==> config.mk <==
export PLATFORM = sky130hd
export DESIGN_NAME = rpc_front
export DESIGN_NICKNAME = d
export VERILOG_FILES = /design/src/design/rpc_pkg.sv /design/src/design/rpc_front.sv
export SDC_FILE = /design/constraint.sdc
export NUM_CORES = 1
export LEC_CHECK = 0
export BUFFER_PORTS_ARGS = -buffer_cell sky130_fd_sc_hd__clkbuf_2
export CAP_MARGIN = 10
export CORE_AREA = 2 2 82 84
export CTS_CLUSTER_DIAMETER = 50
export DETAILED_ROUTE_END_ITERATION = 6
export DIE_AREA = 0 0 84 86
export GPL_ROUTABILITY_DRIVEN = 0
export PLACE_DENSITY = 0.76
export SLEW_MARGIN = 20
export SYNTH_ARGS = -nofsm -noshare
export SYNTH_HDL_FRONTEND = slang
export SYNTH_SLANG_ARGS = --single-unit
==> constraint.sdc <==
create_clock -name clk -period 3.29 [get_ports clk]
set_input_delay 0.658 -clock clk [delete_from_list [all_inputs] [get_ports clk]]
set_output_delay 0.658 -clock clk [all_outputs]
set_load 0.05 [all_outputs]
==> src/design/rpc_pkg.sv <==
// ----------------------------------------------------------------------------
// rpc_pkg: shared types and constants for the reverse pair counter
// Payload structs for the value and result channels plus default sizing.
// ----------------------------------------------------------------------------
package rpc_pkg;

  localparam int unsigned DefMaxElems = 1024;
  localparam int unsigned CountW      = 19;
  localparam int unsigned ValueW      = 32;
  localparam int unsigned QueueDepth  = 2;

  typedef struct packed {
    logic signed [ValueW-1:0] value_in;
    logic                     is_last;
  } rpc_in_t;

  typedef struct packed {
    logic [CountW-1:0] pair_count;
    logic              overflowed;
  } rpc_out_t;

  // Classified item handed from the front end to the scan engine
  typedef struct packed {
    logic signed [ValueW-1:0] value;
    logic                     keep;     // element fits in the store
    logic                     is_last;
  } rpc_job_t;

endpackage

==> src/design/rpc_front.sv <==
// ----------------------------------------------------------------------------
// rpc_front: intake and classification
// Accepts values, marks each as kept or dropped against the fill count, and
// pushes classified jobs into a small queue toward the scan engine.
// ----------------------------------------------------------------------------
module rpc_front
  import rpc_pkg::*;
#(
  parameter int unsigned MAX_ELEMS = DefMaxElems
) (
  input  logic     clk,
  input  logic     rst_n,
  input  logic     in_valid,
  output logic     in_stall,
  input  rpc_in_t  in_data,
  output logic     job_valid,
  input  logic     job_pop,
  output rpc_job_t job_data
);

  localparam int unsigned CntW = $clog2(MAX_ELEMS + 1);
  localparam int unsigned PtrW = $clog2(QueueDepth);

  rpc_job_t         q_r [QueueDepth];
  logic [PtrW-1:0]  wr_ptr_r, rd_ptr_r;
  logic [PtrW:0]    used_r;
  logic [CntW-1:0]  fill_r;
  logic             push;

  assign in_stall  = (used_r == (PtrW+1)'(QueueDepth));
  assign push      = in_valid && !in_stall;
  assign job_valid = (used_r != '0);
  assign job_data  = q_r[rd_ptr_r];

  always_ff @(posedge clk) begin
    if (push) begin
      q_r[wr_ptr_r].value   <= in_data.value_in;
      q_r[wr_ptr_r].is_last <= in_data.is_last;
      q_r[wr_ptr_r].keep    <= (fill_r < CntW'(MAX_ELEMS));
    end
  end

  always_ff @(posedge clk) begin
    if (!rst_n) begin
      wr_ptr_r <= '0;
      rd_ptr_r <= '0;
      used_r   <= '0;
      fill_r   <= '0;
    end else begin
      if (push) begin
        wr_ptr_r <= wr_ptr_r + PtrW'(1);
        if (in_data.is_last) begin
          fill_r <= '0;
        end else if (fill_r < CntW'(MAX_ELEMS)) begin
          fill_r <= fill_r + CntW'(1);
        end
      end
      if (job_pop) begin
        rd_ptr_r <= rd_ptr_r + PtrW'(1);
      end
      used_r <= used_r + (PtrW+1)'(push) - (PtrW+1)'(job_pop);
    end
  end

  a_no_pop_empty: assert property (@(posedge clk) disable iff (!rst_n)
    job_pop |-> job_valid) else $error("pop from empty queue");
  a_fill_bound: assert property (@(posedge clk) disable iff (!rst_n)
    fill_r <= CntW'(MAX_ELEMS)) else $error("fill count past capacity");
  a_used_bound: assert property (@(posedge clk) disable iff (!rst_n)
    used_r <= (PtrW+1)'(QueueDepth)) else $error("queue overrun");

endmodule

==> impl_metrics.yaml <==
outcome:
  outcome: "completed"
critical_path:
  arrival_ns: 1.91
  cp-end-kind: "output pin"
  cp_top_family: "flip-flops"
  crit_slowest_cell: "dfxtp_2"
  cp_cell_sequence: "mux2_2 -> clkbuf_2"
  path_buf_inv: 1
  cp_max_fo: 34
  startpoint_type: "register"
  crit_type: "register to output pin"
  slowest_delay_ns: 0.88
  required_ns: 2.63
timing:
  fin_tns_setup_ns: 0
  tightest_slew_ns: 0.843
  maxSlewViolCount: 0
  hold_viol_final: 0
  setup-violations-final: 0
  fin_skew_ns: 0.00847
  grt_setup_unrepaired: "no"
  period_share_pct: 77.9
  final.min_clock_period_ns: 2.56
  fmax_ghz: 0.390
  timing.slew.headroom_pct: 43.8
clock_network:
  clock_path_buffers: 2
  numCtsBuffers: 9
  postCtsHoldBufs: 0
  postCtsSetupRepairBufs: 0
  clk_pin_slew_ns: 0.08
  tritoncts: "yes"
  worstSkewPairLatency_ns: 0.34
  ctsResizeCount: 0
  clockRootBuffer: "clkbuf_8"
  cts.sinks: 84
  h-tree-depth: 3
floorplanning:
  pin_count: 73
  core_um2: 6280
  start_util_pct: 51.7
  die_w_um: 84
  rows: 29
  die_h_um: 86
  die_area_um2: 7220
route:
  via_per_inst: 5.14
  vias: 1804
  drc_errors: 0
  drtIter0Drc: 94
  wl_um: 5320
  first_pass_iters: 4
  route.antenna.remaining_nets: 0
  routedWlPerCell_um: 15.2
cells_and_area:
  syn_to_final_growth_pct: 22.1
  postLayoutCellArea_um2: 3960
  drive_gt1_share_pct: 50.0
  nNetsFinal: 310
  num_antenna_cells: 0
logic_synthesis:
  ys_seq_area_share_pct: 72.8
  synth_area_leaders: "edfxtp_1 63%, mux2_2 12%, dfxtp_1 9.9%"
  synth-edff-count: 68
  syn_nets: 230
  netlist.area_leader.share_pct: 62.9
  synth_area_um2: 3250
  yosys.cell_count.top_type: "edfxtp_1"
  syn_inst: 190
  syn_avg_cell_area_um2: 17.1
  ys_ff_latch: 84
  yosysTopAreaCell: "edfxtp_1"
  synthFlopType: "edfxtp_1"
  synthTopCellsByCount: "68 x edfxtp_1, 34 x mux2_2, 16 x dfxtp_1"
  async_reset_ff_share_pct: 0
  yosysUniqueCellTypes: 36
  yosysWarningCount: 0
power:
  p_leak_nw: 1.48
  fin_total_pwr_w: 0.00301
  p_per_area_nw_per_um2: 760
  ir_drop_mv: 0.393
placement:
  io_buffers: 72
  place_hpwl_um: 3470
  placed_cell_area_um2: 3700
job:
  max_cap_viol_count: 0
global_route:
  grt_max_degree: 35
  antenna_found_initial: 0
  grt_use_total_pct: 15.4
  grt_first_pass_wirelength_um: 8540
  overflow: 0
  first_global_vias: 1800
min_path:
  hold_class: "register to register"
## tightest hold or removal path, stage by stage, from the launching register on
cell	delay [ns]
dfxtp_1	0.32
o21ai_1	0.07
a21oi_1	0.06
## final timing paths
path / start / end / slack (ns) / cells after the start
worst min-delay path: fill_r[8] / fill_r[8] / 0.49 / 2
worst max register to register: used_r[0] / q_r[0][23] / 1.43 / 4
worst max-delay path: register / job_data[33] / 0.73 / 2
worst min register to register: fill_r[8] / fill_r[8] / 0.49 / 2
## cell usage in the layout (no fill, tap or decap), types with 3 or more instances in the layout
master     count
xnor2_1        5
inv_1          5
ha_1           3
nor2_1         9
clkbuf_8       9
o21ai_1        4
mux2_2        34
nand2_1        4
bufinv_16      4
nand3_1        3
a21oi_1        7
edfxtp_1      68
dfxtp_1       15
clkbuf_2      72
or3_1          3
## sequential cells by signal (all words and copies together) (netlist names), named ones only
name      count
q_r          68
fill_r       11
used_r        2
rd_ptr_r      1
wr_ptr_r      1
## routing by layer
layer | vias up | part of all wire [%] | track usage (%)
met1 | 879 | 45 | 20.1
met2 | 46 | 49 | 24.4
met3 | 2 | 5.4 | 3.95
met5 | - | 0 | 0
li1 | 877 | - | -
met4 | 0 | 0.41 | 7.48
## kinds of logic (layout without fill, tap and decap cells)
logic type | count (synthesis) | in the layout | share of synthesized area (%)
flip-flops | 84 | 84 | 72.8
AND/OR/NAND/NOR | 37 | 37 | 8.44
multiplexers | 35 | 35 | 12.1
AO/OA/AOI/OAI | 14 | 14 | 2.31
buffers and inverters | 10 | 94 | 1.35
XOR/XNOR | 7 | 7 | 1.89
adder cells (fa/ha/maj) | 3 | 3 | 1.16
## power by group
| group | switching (W) | internal, W |
|---|---|---|
| clock network | 0.000347 | 0.000579 |
| registers | 0.0000543 | 0.00132 |
| logic | 0.000525 | 0.000188 |
| total | 0.000927 | 0.00208 |
## stage by stage
stage	hold WS, ns	utilization, %	cells	setup WS (ns)
CTS	0.485	63.1	351	0.664
finish	0.490	63.1	351	0.727
floorplan	0.459	-	190	0.653
detailed placement	0.487	59.0	336	1.05
global placement	0.472	59.0	336	1.05
global route	0.485	63.1	351	0.618
## final cells by class
class	instances	area, um^2
multi-input cells	96	850
clock inverters	6	138
flip-flops and latches	84	2360
well taps	77	96.3
inverters	6	25.0
repair buffers	73	368
fillers	481	2310
clock buffers	9	124
(Power assumes the default switching activity.)
